--- src/cpr_pkg.sv ---
// ----------------------------------------------------------------------------
// cpr_pkg: shared types and constants of the complex polyphase resampler
// Controller states, command and status bundles, register indexes, input
// function codes and the fixed field widths of the coefficient and config paths.
// ----------------------------------------------------------------------------
`timescale 1ns / 1ps
`default_nettype none

package cpr_pkg;

    // Fixed field widths.
    localparam int COEF_W       = 16;
    localparam int FRAC_BITS    = 15;
    localparam int COEF_INDEX_W = 6;
    localparam int CFG_IDX_W    = 2;
    localparam int CFG_DATA_W   = 7;
    localparam int FACTOR_REG_W = 5;
    localparam int TAPS_REG_W   = 7;

    // Configuration register indexes.
    localparam logic [CFG_IDX_W-1:0] CFG_INTERP = 2'd0;
    localparam logic [CFG_IDX_W-1:0] CFG_DECIM  = 2'd1;
    localparam logic [CFG_IDX_W-1:0] CFG_TAPS   = 2'd2;

    // Input function codes.
    localparam logic FUNC_SAMPLE = 1'b0;
    localparam logic FUNC_COEF   = 1'b1;

    typedef enum logic [1:0] {
        ST_IDLE,
        ST_PHASE,
        ST_MAC,
        ST_DRAIN
    } t_state;

    typedef struct packed {
        logic wr_sample;
        logic wr_coef;
        logic mac_start;
        logic mac_issue;
        logic out_load;
        logic out_last;
    } t_cmd;

    typedef struct packed {
        logic pipe_busy;
        logic out_free;
    } t_status;

endpackage

`default_nettype wire

--- src/cpr_ctrl.sv ---
// ----------------------------------------------------------------------------
// cpr_ctrl: resampler controller
// Holds the configuration registers, walks the phases of each sample item,
// keeps the decimation counter and steps the coefficient index of the MAC.
// ----------------------------------------------------------------------------
`timescale 1ns / 1ps
`default_nettype none

module cpr_ctrl #(
    parameter int MAX_TAPS   = 64,
    parameter int MAX_FACTOR = 16
) (
    input  wire logic                                i_clk,
    input  wire logic                                i_rst_n,
    input  wire logic                                i_cfg_valid,
    output logic                                     o_cfg_ready,
    input  wire logic [cpr_pkg::CFG_IDX_W-1:0]       i_cfg_index,
    input  wire logic [cpr_pkg::CFG_DATA_W-1:0]      i_cfg_data,
    input  wire logic                                i_valid,
    output logic                                     o_stall,
    input  wire logic                                i_func,
    output cpr_pkg::t_cmd                            o_cmd,
    output logic      [$clog2(MAX_TAPS)-1:0]         o_coef_addr,
    input  cpr_pkg::t_status                         i_status
);

    import cpr_pkg::*;

    localparam int FAC_W  = $clog2(MAX_FACTOR + 1);
    localparam int LIM_W0 = $clog2(MAX_TAPS + MAX_FACTOR + 1);
    localparam int LIM_W  = (LIM_W0 > 8) ? LIM_W0 : 8;
    localparam int TA_W   = $clog2(MAX_TAPS);

    t_state                  r_state, n_state;
    logic [FACTOR_REG_W-1:0] r_interp, r_decim;
    logic [TAPS_REG_W-1:0]   r_taps;
    logic [FAC_W-1:0]        r_p, n_p;
    logic [FAC_W-1:0]        r_dec, n_dec;
    logic [LIM_W-1:0]        r_ci, n_ci;
    logic [LIM_W-1:0]        r_lim, n_lim;

    logic [6:0]       interp7, decim7, ni7, nd7;
    logic [FAC_W-1:0] fac_i, fac_d;
    logic [LIM_W-1:0] taps_l;
    logic [FAC_W:0]   dec_inc;
    logic [FAC_W-1:0] dec_adv;
    logic             accepted, phase_last, mac_more, out_last, load_ok;
    t_cmd             cmd;

    // Factors of zero act as one, factors above the maximum act as the maximum.
    assign interp7 = {2'b00, r_interp};
    assign decim7  = {2'b00, r_decim};
    assign ni7 = (interp7 == 7'd0) ? 7'd1 :
                 (interp7 > 7'(MAX_FACTOR)) ? 7'(MAX_FACTOR) : interp7;
    assign nd7 = (decim7 == 7'd0) ? 7'd1 :
                 (decim7 > 7'(MAX_FACTOR)) ? 7'(MAX_FACTOR) : decim7;
    assign fac_i = FAC_W'(ni7);
    assign fac_d = FAC_W'(nd7);
    assign taps_l = (LIM_W'(r_taps) > LIM_W'(MAX_TAPS)) ? LIM_W'(MAX_TAPS) : LIM_W'(r_taps);

    assign accepted   = i_valid && (r_state == ST_IDLE);
    assign phase_last = ((FAC_W+1)'(r_p) + (FAC_W+1)'(1)) == (FAC_W+1)'(fac_i);

    // A stale counter at or above the factor wraps to zero on its next step.
    assign dec_inc = (FAC_W+1)'(r_dec) + (FAC_W+1)'(1);
    assign dec_adv = (dec_inc >= (FAC_W+1)'(fac_d)) ? '0 : FAC_W'(dec_inc);

    // Tap j runs while (j+1)*interp_factor fits in the tap count.
    assign mac_more = r_lim <= taps_l;

    // The next emission after phase p comes at phase p + decim_factor.
    assign out_last = ((FAC_W+1)'(r_p) + (FAC_W+1)'(fac_d)) >= (FAC_W+1)'(fac_i);
    assign load_ok  = !i_status.pipe_busy && i_status.out_free;

    always_ff @(posedge i_clk) begin
        if (!i_rst_n) begin
            r_state  <= ST_IDLE;
            r_interp <= FACTOR_REG_W'(1);
            r_decim  <= FACTOR_REG_W'(1);
            r_taps   <= TAPS_REG_W'(1);
            r_p      <= '0;
            r_dec    <= '0;
            r_ci     <= '0;
            r_lim    <= '0;
        end else begin
            r_state <= n_state;
            r_p     <= n_p;
            r_dec   <= n_dec;
            r_ci    <= n_ci;
            r_lim   <= n_lim;
            if (i_cfg_valid) begin
                unique case (i_cfg_index)
                    CFG_INTERP: r_interp <= i_cfg_data[FACTOR_REG_W-1:0];
                    CFG_DECIM:  r_decim  <= i_cfg_data[FACTOR_REG_W-1:0];
                    CFG_TAPS:   r_taps   <= i_cfg_data[TAPS_REG_W-1:0];
                    default: begin
                    end
                endcase
            end
        end
    end

    always_comb begin
        n_state = r_state;
        unique case (r_state)
            ST_IDLE: begin
                if (accepted && (i_func == FUNC_SAMPLE)) begin
                    n_state = ST_PHASE;
                end
            end
            ST_PHASE: begin
                if (r_dec == '0) begin
                    n_state = ST_MAC;
                end else if (phase_last) begin
                    n_state = ST_IDLE;
                end
            end
            ST_MAC: begin
                if (!mac_more) begin
                    n_state = ST_DRAIN;
                end
            end
            ST_DRAIN: begin
                if (load_ok) begin
                    n_state = phase_last ? ST_IDLE : ST_PHASE;
                end
            end
            default: n_state = ST_IDLE;
        endcase
    end

    always_comb begin
        cmd   = '0;
        n_p   = r_p;
        n_dec = r_dec;
        n_ci  = r_ci;
        n_lim = r_lim;
        unique case (r_state)
            ST_IDLE: begin
                if (accepted) begin
                    if (i_func == FUNC_COEF) begin
                        cmd.wr_coef = 1'b1;
                    end else begin
                        cmd.wr_sample = 1'b1;
                        n_p = '0;
                    end
                end
            end
            ST_PHASE: begin
                if (r_dec == '0) begin
                    cmd.mac_start = 1'b1;
                    n_ci  = LIM_W'(r_p);
                    n_lim = LIM_W'(fac_i);
                end else begin
                    n_dec = dec_adv;
                    n_p   = r_p + FAC_W'(1);
                end
            end
            ST_MAC: begin
                if (mac_more) begin
                    cmd.mac_issue = 1'b1;
                    n_ci  = r_ci + LIM_W'(fac_i);
                    n_lim = r_lim + LIM_W'(fac_i);
                end
            end
            ST_DRAIN: begin
                if (load_ok) begin
                    cmd.out_load = 1'b1;
                    cmd.out_last = out_last;
                    n_dec = dec_adv;
                    n_p   = r_p + FAC_W'(1);
                end
            end
            default: begin
            end
        endcase
    end

    assign o_cmd       = cmd;
    assign o_stall     = (r_state != ST_IDLE);
    assign o_cfg_ready = 1'b1;
    assign o_coef_addr = r_ci[TA_W-1:0];

endmodule

`default_nettype wire

--- config.mk ---
export PLATFORM = sky130hd
export DESIGN_NAME = cpr_ctrl
export DESIGN_NICKNAME = d
export VERILOG_FILES = /design/src/cpr_pkg.sv /design/src/cpr_ctrl.sv
export SDC_FILE = /design/constraint.sdc
export NUM_CORES = 1
export LEC_CHECK = 0
export BUFFER_PORTS_ARGS = -buffer_cell sky130_fd_sc_hd__buf_2
export CAP_MARGIN = 15
export CORE_MARGIN = 2
export CORE_UTILIZATION = 57
export CTS_BUF_LIST = sky130_fd_sc_hd__clkbuf_16
export DETAILED_ROUTE_END_ITERATION = 12
export GPL_TIMING_DRIVEN = 1
export PLACE_DENSITY_LB_ADDON = 0.25
export SYNTH_ARGS = -nofsm -noshare
export SYNTH_HDL_FRONTEND = slang
export SYNTH_SLANG_ARGS = --single-unit
--- constraint.sdc ---
create_clock -name i_clk -period 3.8 [get_ports i_clk]
set_clock_uncertainty 0.2 [all_clocks]
set_input_delay 0.38 -clock i_clk [delete_from_list [all_inputs] [get_ports i_clk]]
set_output_delay 0.38 -clock i_clk [all_outputs]
set_load 0.005 [all_outputs]
==> tab_implementation.tex, run 1 <==
\begin{tabular}{lr}
\hline
Metric & Value \\
\hline
\multicolumn{2}{l}{\textbf{Synth}} \\
Number of synthesized register bits & 43 \\
Share of synthesized cell area in and, or, nand and nor gates & 18.68\% \\
Count of flip-flops with a built-in enable after synthesis & 0 \\
Most used flip-flop cell after synthesis & sky130\_fd\_sc\_hd\_\_dfxtp\_1 \\
Combined area of all synthesized cells & 0.003148 mm2 \\
Commonest cells in the netlist & sky130\_fd\_sc\_hd\_\_dfxtp\_1, sky130\_fd\_sc\_hd\_\_ha\_1, sky130\_fd\_sc\_hd\_\_nor2\_1 \\
Share of the synthesized area in the top cell type & 27.34\% \\
Leading cell types by total area after synthesis & sky130\_fd\_sc\_hd\_\_dfxtp\_1, sky130\_fd\_sc\_hd\_\_ha\_1, sky130\_fd\_sc\_hd\_\_mux2i\_1 \\
Most common cell in the netlist & sky130\_fd\_sc\_hd\_\_dfxtp\_1 \\
Number of different library cells in the post-synthesis netlist & 61 \\
FFs w/ async S/R, synth & 0\% \\
Total number of yosys warnings & 0 \\
Nets in the synthesized netlist & 435 \\
Register area share after synthesis & 27.34\% \\
Cell taking the most area after synthesis & sky130\_fd\_sc\_hd\_\_dfxtp\_1 \\
Synth Area in Compound Gates & 20.63\% \\
Combinational family with the most area after synthesis & compound AO/OA/AOI/OAI gates \\
Syn Inst Count & 376 \\
Post-synthesis share of cell area spent on xor and xnor gates & 3.617\% \\
Average cell area after synthesis & 8.372 um2 \\
Post-Synth Adder-Cell Area & 17.81\% \\
Mux share of post-synthesis cell area & 6.399\% \\
\multicolumn{2}{l}{\textbf{CTS}} \\
Worst-case clock buffer depth & 2 \\
Clk pin slew, worst setup/hold paths & 0.06 ns \\
Clock tree sinks & 43 \\
Root buffer cell & sky130\_fd\_sc\_hd\_\_clkbuf\_16 \\
Number of setup buffers added after CTS & 0 \\
Clock latency on the worst-skew pair & 0.29 ns \\
H-tree depth & 2 \\
Total clock buffers created by CTS & 5 \\
Hold Buf Count CTS & 0 \\
Clock tree from TritonCTS & done \\
Post-cts repair resize count & 0 \\
\multicolumn{2}{l}{\textbf{STA}} \\
Post-route fraction of the period consumed by the critical path & 86.91\% \\
Hold\_ws & 0.1314 ns \\
Maximum clock frequency & 302.8 MHz \\
Setup\_tns & 0 ns \\
Count of endpoints failing setup in the final report & 0 \\
Final Max Slew Viols & 0 \\
Final-report hold violation count & 0 \\
Pin slew with the least headroom to its limit & 1.105 ns \\
Final worst-path setup slack & 0.4976 ns \\
Min Clock Period, post-route & 3.302 ns \\
Setup repair after global routing missed its margin & false \\
Worst slew margin relative to its limit & 26.18\% \\
\multicolumn{2}{l}{\textbf{Floorplan}} \\
Horiz. Die Dim & 78.32 um \\
Placeable core region & 0.005405 mm2 \\
Die ar. & 0.006133 mm2 \\
Y dimension of the die & 78.32 um \\
Starting density of the core & 58.24\% \\
Cell row count & 27 \\
Boundary pin count & 30 \\
\multicolumn{2}{l}{\textbf{Detailed routing}} \\
Vias & 2779 \\
DRC marker count from the first detailed-route iteration & 166 \\
Detail-routed net length per standard cell & 15.60 um \\
Number of detailed-route iterations in the first pass & 5 \\
Remaining routing DRC violations & 0 \\
Total length of routed wires & 7427 um \\
Post-detailed-route via-to-cell ratio & 5.838 \\
ANT nets after route & 0 \\
\multicolumn{2}{l}{\textbf{Pwr}} \\
Cell leakage power & 1.606 nW \\
Cell-internal power & 0.0009326 W \\
Net switching fraction of the power & 30.71\% \\
Switch Pwr & 0.0004133 W \\
Total power divided by cell area & 383.2 mW/mm2 \\
Combinational share of power & 25.0\% \\
Maximum vdd ir drop & 335.2 uV \\
Part of the total power dissipated in the clock network & 36.9\% \\
Seq pwr share & 38.1\% \\
\multicolumn{2}{l}{\textbf{Final layout}} \\
Multi-input gate area in the final layout & 0.002117 mm2 \\
Filler instances & 473 \\
Layout cell share with drive strength beyond 1 & 12.38\% \\
ANT cells & 0 \\
Flip-flop and latch area & 860.8 um2 \\
Post-route standard cell area excluding fillers & 0.003512 mm2 \\
Final cell count without fillers & 476 \\
Post-synthesis to final-layout area growth & 11.57\% \\
Final layout net count & 462 \\
\multicolumn{2}{l}{\textbf{Critical path}} \\
Element type at the critical path start & register \\
Crit path buffers/inverters & 1 \\
Worst stage delay on the critical path & 0.42 ns \\
Largest delay contributor family on the critical path & adder cells \\
Capturing element type of the critical path & output port \\
Ordered cell list for the critical path & nor3\_1 -> nor2\_1 -> nor2\_1 -> ha\_1 -> fa\_1 -> ha\_1 -> a21o\_1 -> a21oi\_1 -> nor2b\_1 -> o21ai\_0 -> a311oi\_1 -> buf\_2 \\
Worst-path cell with the longest stage delay & sky130\_fd\_sc\_hd\_\_fa\_1 \\
Data required time of the critical path & 3.22 ns \\
Critical setup path kind & register to output port \\
Crit Path Max Fanout & 3 \\
Worst setup slack for register-to-register paths & 0.79 ns \\
Signal arrival time at the worst endpoint & 2.72 ns \\
\multicolumn{2}{l}{\textbf{Run}} \\
Number of max-cap violations & 0 \\
\multicolumn{2}{l}{\textbf{Place}} \\
Worst-case setup slack after placement & 0.7946 ns \\
Placed standard-cell area & 0.003343 mm2 \\
Total placed cells including tap cells & 468 \\
Detailed placer's ending HPWL & 5573 um \\
Count of input and output buffers & 28 \\
Routability Congestion & 0.8655 \\
\multicolumn{2}{l}{\textbf{Outcome}} \\
Status & finished clean \\
\multicolumn{2}{l}{\textbf{Global route}} \\
Pin count of the biggest net entering global routing & 24 \\
Combined global-route utilization of all metal layers & 25.80\% \\
Via count of the first global-routing pass & 2681 \\
Antenna violations before repair & 0 \\
Remaining global-route overflow & 0 \\
Global-route wire length before repair & 12480 um \\
\multicolumn{2}{l}{\textbf{Worst hold path}} \\
Type of the worst min-delay path & input port to register \\
\hline
\end{tabular}
## cells in the final DEF, fill, tap and decap left out, types with 10 or more instances in the layout
cell / instances
sky130_fd_sc_hd__xnor2_1: 10
sky130_fd_sc_hd__buf_2: 28
sky130_fd_sc_hd__a211oi_1: 11
sky130_fd_sc_hd__nor2b_1: 10
sky130_fd_sc_hd__inv_1: 28
sky130_fd_sc_hd__nor2_1: 37
sky130_fd_sc_hd__mux2i_1: 19
sky130_fd_sc_hd__dfxtp_1: 43
sky130_fd_sc_hd__nand2_1: 28
sky130_fd_sc_hd__a21oi_1: 36
sky130_fd_sc_hd__ha_1: 40
sky130_fd_sc_hd__o21ai_0: 14
## worst register-to-register path: stages (launching register included)
cell	delay (ns)
sky130_fd_sc_hd__dfxtp_1	0.35
sky130_fd_sc_hd__nor3_1	0.36
sky130_fd_sc_hd__nor2_1	0.11
sky130_fd_sc_hd__nor2_1	0.20
sky130_fd_sc_hd__ha_1	0.22
sky130_fd_sc_hd__inv_1	0.06
sky130_fd_sc_hd__fa_1	0.37
sky130_fd_sc_hd__nor2b_1	0.17
sky130_fd_sc_hd__o21a_1	0.15
sky130_fd_sc_hd__o21a_1	0.12
sky130_fd_sc_hd__o21ai_0	0.09
sky130_fd_sc_hd__or4_1	0.40
sky130_fd_sc_hd__a21oi_1	0.14
## power groups by stage
stage	Sequential, W	Clock, W	Combinational, W
floorplan	0.000511	0	0.000246
global placement	0.000520	0	0.000320
detailed placement	0.000521	0	0.000332
CTS	0.000512	0.000503	0.000335
global route	0.000517	0.000519	0.000382
finish	0.000513	0.000497	0.000336
## area by class of cell
type	instances	area share, %
Clock buffer	5	3.563
Clock inverter	3	1.247
Inverter	30	3.420
Multi-Input combinational cell	293	60.28
Sequential cell	43	24.51
Tap cell	72	2.565
Timing Repair Buffer	30	4.418
## state kept, by name, indices dropped and copies added, names as in the netlist, named ones only
register	cells
r_decim	5
r_p	5
r_lim	8
r_taps	7
r_dec	5
r_interp	5
r_state	1
r_ci	6
## cells by family (layout without fill, tap and decap cells)
kind of cell	count (synthesis)	after routing
DFF	43	43
buffers and inverters	40	68
xor gates and xnor gates	13	13
AOI/OAI and AO/OA	99	99
other	1	1
adders and majority gates	43	43
muxes	20	20
and+or+nand+nor	117	117
## through the flow
stage                     utilization [%]   power, W
after detailed placement            61.85  0.0008534
final                               64.98   0.001346
after CTS                           64.98   0.001349
after global routing                64.98   0.001417
after global placement              61.85  0.0008406
after floorplan                         -  0.0007573
## path summary, 6_finish.rpt
check                   end  cells after the start     startpoint
hold reg to reg   r_taps[0]                      2      r_taps[0]
hold / removal    r_taps[5]                      3  i_cfg_data[5]
setup reg to reg   r_lim[6]                     12    r_interp[1]
setup / recovery   o_cmd[0]                     12     r_decim[1]
## per-layer routing
metal | share of wire (%) | GRT usage, %
met1 | 46 | 33.81
met2 | 47 | 43.36
met3 | 4.9 | 3.218
met4 | 1.8 | 10.00
met5 | 0 | 0
No activity file was read; power rests on OpenSTA's default activity.
==> inputs of run 2 (changes only) <==
- CORE_UTILIZATION: 57 -> 45
==> tab_implementation.tex, run 2 (synthesis gave the netlist of run 1 again) <==
\begin{tabular}{lr}
\hline
Metric & Value \\
\hline
\multicolumn{2}{l}{\textbf{Global route}} \\
Combined global-route utilization of all metal layers & 20.37\% (-5.4 points) \\
Global-route wire length before repair & 12340 um (-1.1\%) \\
Pin count of the biggest net entering global routing & 21 (-13\%) \\
Antenna violations before repair & 0 (unchanged) \\
Remaining global-route overflow & 0 (unchanged) \\
Via count of the first global-routing pass & 2553 (-4.8\%) \\
\multicolumn{2}{l}{\textbf{Final layout}} \\
Multi-input gate area in the final layout & 0.002117 mm2 (unchanged) \\
Register name with the most flops & r\_lim \\
Final layout net count & 462 (unchanged) \\
Top library cells by usage in the layout, fill and taps aside & sky130\_fd\_sc\_hd\_\_dfxtp\_1, sky130\_fd\_sc\_hd\_\_ha\_1, sky130\_fd\_sc\_hd\_\_nor2\_1 \\
Final cell count without fillers & 500 (+5.0\%) \\
Final core area utilization & 51.73\% (-13 points) \\
Filler instances & 648 (+37\%) \\
Layout cell share with drive strength beyond 1 & 12.13\% (-0.25 points) \\
Number of flip-flops under the largest register name & 8 (unchanged) \\
Flip-flop and latch area & 860.8 um2 (unchanged) \\
Most common cell after layout, fill and taps aside & sky130\_fd\_sc\_hd\_\_dfxtp\_1 \\
Regs by FF count & r\_lim: 8 flops, r\_taps: 7 flops, r\_ci: 6 flops \\
ANT cells & 0 (unchanged) \\
Post-synthesis to final-layout area growth & 11.65\% (about the same) \\
\multicolumn{2}{l}{\textbf{STA}} \\
Final-report hold violation count & 0 (unchanged) \\
Min Clock Period, post-route & 3.338 ns (+0.03596 ns) \\
Count of endpoints failing setup in the final report & 0 (unchanged) \\
Worst slew margin relative to its limit & 28.71\% (+2.5 points) \\
Maximum clock frequency & 299.5 MHz (-1.1\%) \\
Setup\_tns & 0 ns (unchanged) \\
Setup repair after global routing missed its margin & false \\
Final Max Slew Viols & 0 (unchanged) \\
Post-route fraction of the period consumed by the critical path & 87.85\% (+0.95 points) \\
Pin slew with the least headroom to its limit & 1.067 ns (-0.03780 ns) \\
\multicolumn{2}{l}{\textbf{CTS}} \\
Root buffer cell & sky130\_fd\_sc\_hd\_\_clkbuf\_16 \\
Clock tree sinks & 43 (unchanged) \\
Clock latency on the worst-skew pair & 0.28 ns (about the same) \\
Total clock buffers created by CTS & 5 (unchanged) \\
H-tree depth & 2 (unchanged) \\
Clk pin slew, worst setup/hold paths & 0.06 ns (about the same) \\
Number of setup buffers added after CTS & 0 (unchanged) \\
Post-cts repair resize count & 0 (unchanged) \\
Clock tree from TritonCTS & done \\
Worst-case clock buffer depth & 2 (unchanged) \\
Hold Buf Count CTS & 0 (unchanged) \\
\multicolumn{2}{l}{\textbf{Pwr}} \\
Net switching fraction of the power & 31.75\% (+1.0 points) \\
Seq pwr share & 40.6\% (+2.5 points) \\
Total power divided by cell area & 359.2 mW/mm2 (-6.3\%) \\
Cell-internal power & 0.0008616 W (-7.6\%) \\
Maximum vdd ir drop & 220.8 uV (-34\%) \\
Part of the total power dissipated in the clock network & 33.3\% (-3.6 points) \\
Post-layout total power & 0.001262 W (-6.2\%) \\
Cell leakage power & 1.593 nW (-0.80\%) \\
Switch Pwr & 0.0004008 W (-3.0\%) \\
Combinational share of power & 26.1\% (+1.1 points) \\
\multicolumn{2}{l}{\textbf{Floorplan}} \\
Die ar. & 0.007681 mm2 (+25\%) \\
Starting density of the core & 46.34\% (-12 points) \\
Cell row count & 30 (+11\%) \\
Boundary pin count & 30 (unchanged) \\
Placeable core region & 0.006794 mm2 (+26\%) \\
Y dimension of the die & 87.64 um (+12\%) \\
Horiz. Die Dim & 87.64 um (+12\%) \\
\multicolumn{2}{l}{\textbf{Run}} \\
Number of max-cap violations & 0 (unchanged) \\
\multicolumn{2}{l}{\textbf{Outcome}} \\
Status & finished clean \\
\multicolumn{2}{l}{\textbf{Place}} \\
Routability Congestion & 0.8225 (-5.0\%) \\
Count of input and output buffers & 28 (unchanged) \\
Total placed cells including tap cells & 492 (+5.1\%) \\
Detailed placer's ending HPWL & 5561 um (-0.22\%) \\
\multicolumn{2}{l}{\textbf{Critical path}} \\
CP Launch Point & r\_decim[1] \\
Critical setup path kind & register to output port \\
Crit Path Max Fanout & 3 (unchanged) \\
Launch instance of the worst register-to-register path & r\_interp[3] \\
Data required time of the critical path & 3.22 ns (about the same) \\
Element type at the critical path start & register \\
Signal arrival time at the worst endpoint & 2.76 ns (+0.04 ns) \\
Capturing element type of the critical path & output port \\
\multicolumn{2}{l}{\textbf{Detailed routing}} \\
ANT nets after route & 0 (unchanged) \\
Post-detailed-route via-to-cell ratio & 5.512 (-5.6\%) \\
Total length of routed wires & 7174 um (-3.4\%) \\
Detail-routed net length per standard cell & 14.35 um (-8.0\%) \\
Vias & 2756 (-0.83\%) \\
Number of detailed-route iterations in the first pass & 6 (+1) \\
Remaining routing DRC violations & 0 (unchanged) \\
DRC marker count from the first detailed-route iteration & 95 (-43\%) \\
\multicolumn{2}{l}{\textbf{Worst hold path}} \\
Startpoint of the tightest hold check path & i\_cfg\_data[6] \\
Type of the worst min-delay path & input port to register \\
\hline
\end{tabular}
==> run 2: final cells by class <==
class,count,area share (%)
multi-input combinational,293,60.23
timing repair buffer,30,4.414
clock buffer,5,3.560
inverter,30,3.418
clock inverter,3,0.4628
sequential,43,24.49
tap,96,3.418
==> run 2: metrics by stage <==
step	hold slack, ns	worst slack (ns)	instance area [um2]
finish	0.1407	0.4616	3515
floorplan	0.2351	1.060	3148
CTS	0.1407	0.4371	3515
global placement	0.2582	0.7983	3373
detailed placement	0.2588	0.7658	3373
global route	0.1502	0.2450	3515
==> run 2: power by group through the flow <==
stage	logic, W	registers (W)	clock network (W)
after floorplan	0.000246	0.000511	0
after global placement	0.000323	0.000521	0
after detailed placement	0.000330	0.000522	0
after CTS	0.000331	0.000512	0.000429
after global routing	0.000378	0.000517	0.000448
final	0.000330	0.000513	0.000420
==> run 2: final timing paths <==
path                    end  slack, ns  cells after the start
hold / removal    r_taps[6]       0.14                      3
hold reg to reg   r_taps[0]       0.27                      2
setup / recovery   o_cmd[0]       0.46                     12
setup reg to reg   r_lim[6]       0.83                     12
==> run 2: layer usage <==
| layer | vias up | routed length [um] | GRT usage (%) |
|---|---|---|---|
| met5 | - | 0 | 0 |
| met4 | 0 | 123 | 5.594 |
| met3 | 12 | 284 | 3.393 |
| met2 | 63 | 3275 | 33.33 |
| met1 | 1291 | 3492 | 27.75 |
| li1 | 1390 | - | - |
==> run 2: critical path, cell delays in order, from the launching register on <==
cell and delay (ns):
sky130_fd_sc_hd__dfxtp_1 0.32, sky130_fd_sc_hd__nor3_1 0.20, sky130_fd_sc_hd__nor2_1 0.07, sky130_fd_sc_hd__nor2_1 0.22, sky130_fd_sc_hd__ha_1 0.22, sky130_fd_sc_hd__fa_1 0.42, sky130_fd_sc_hd__ha_1 0.30, sky130_fd_sc_hd__a21o_1 0.16
sky130_fd_sc_hd__a21oi_1 0.14, sky130_fd_sc_hd__nor2b_1 0.05, sky130_fd_sc_hd__o21ai_0 0.14, sky130_fd_sc_hd__a311oi_1 0.10, sky130_fd_sc_hd__buf_2 0.13
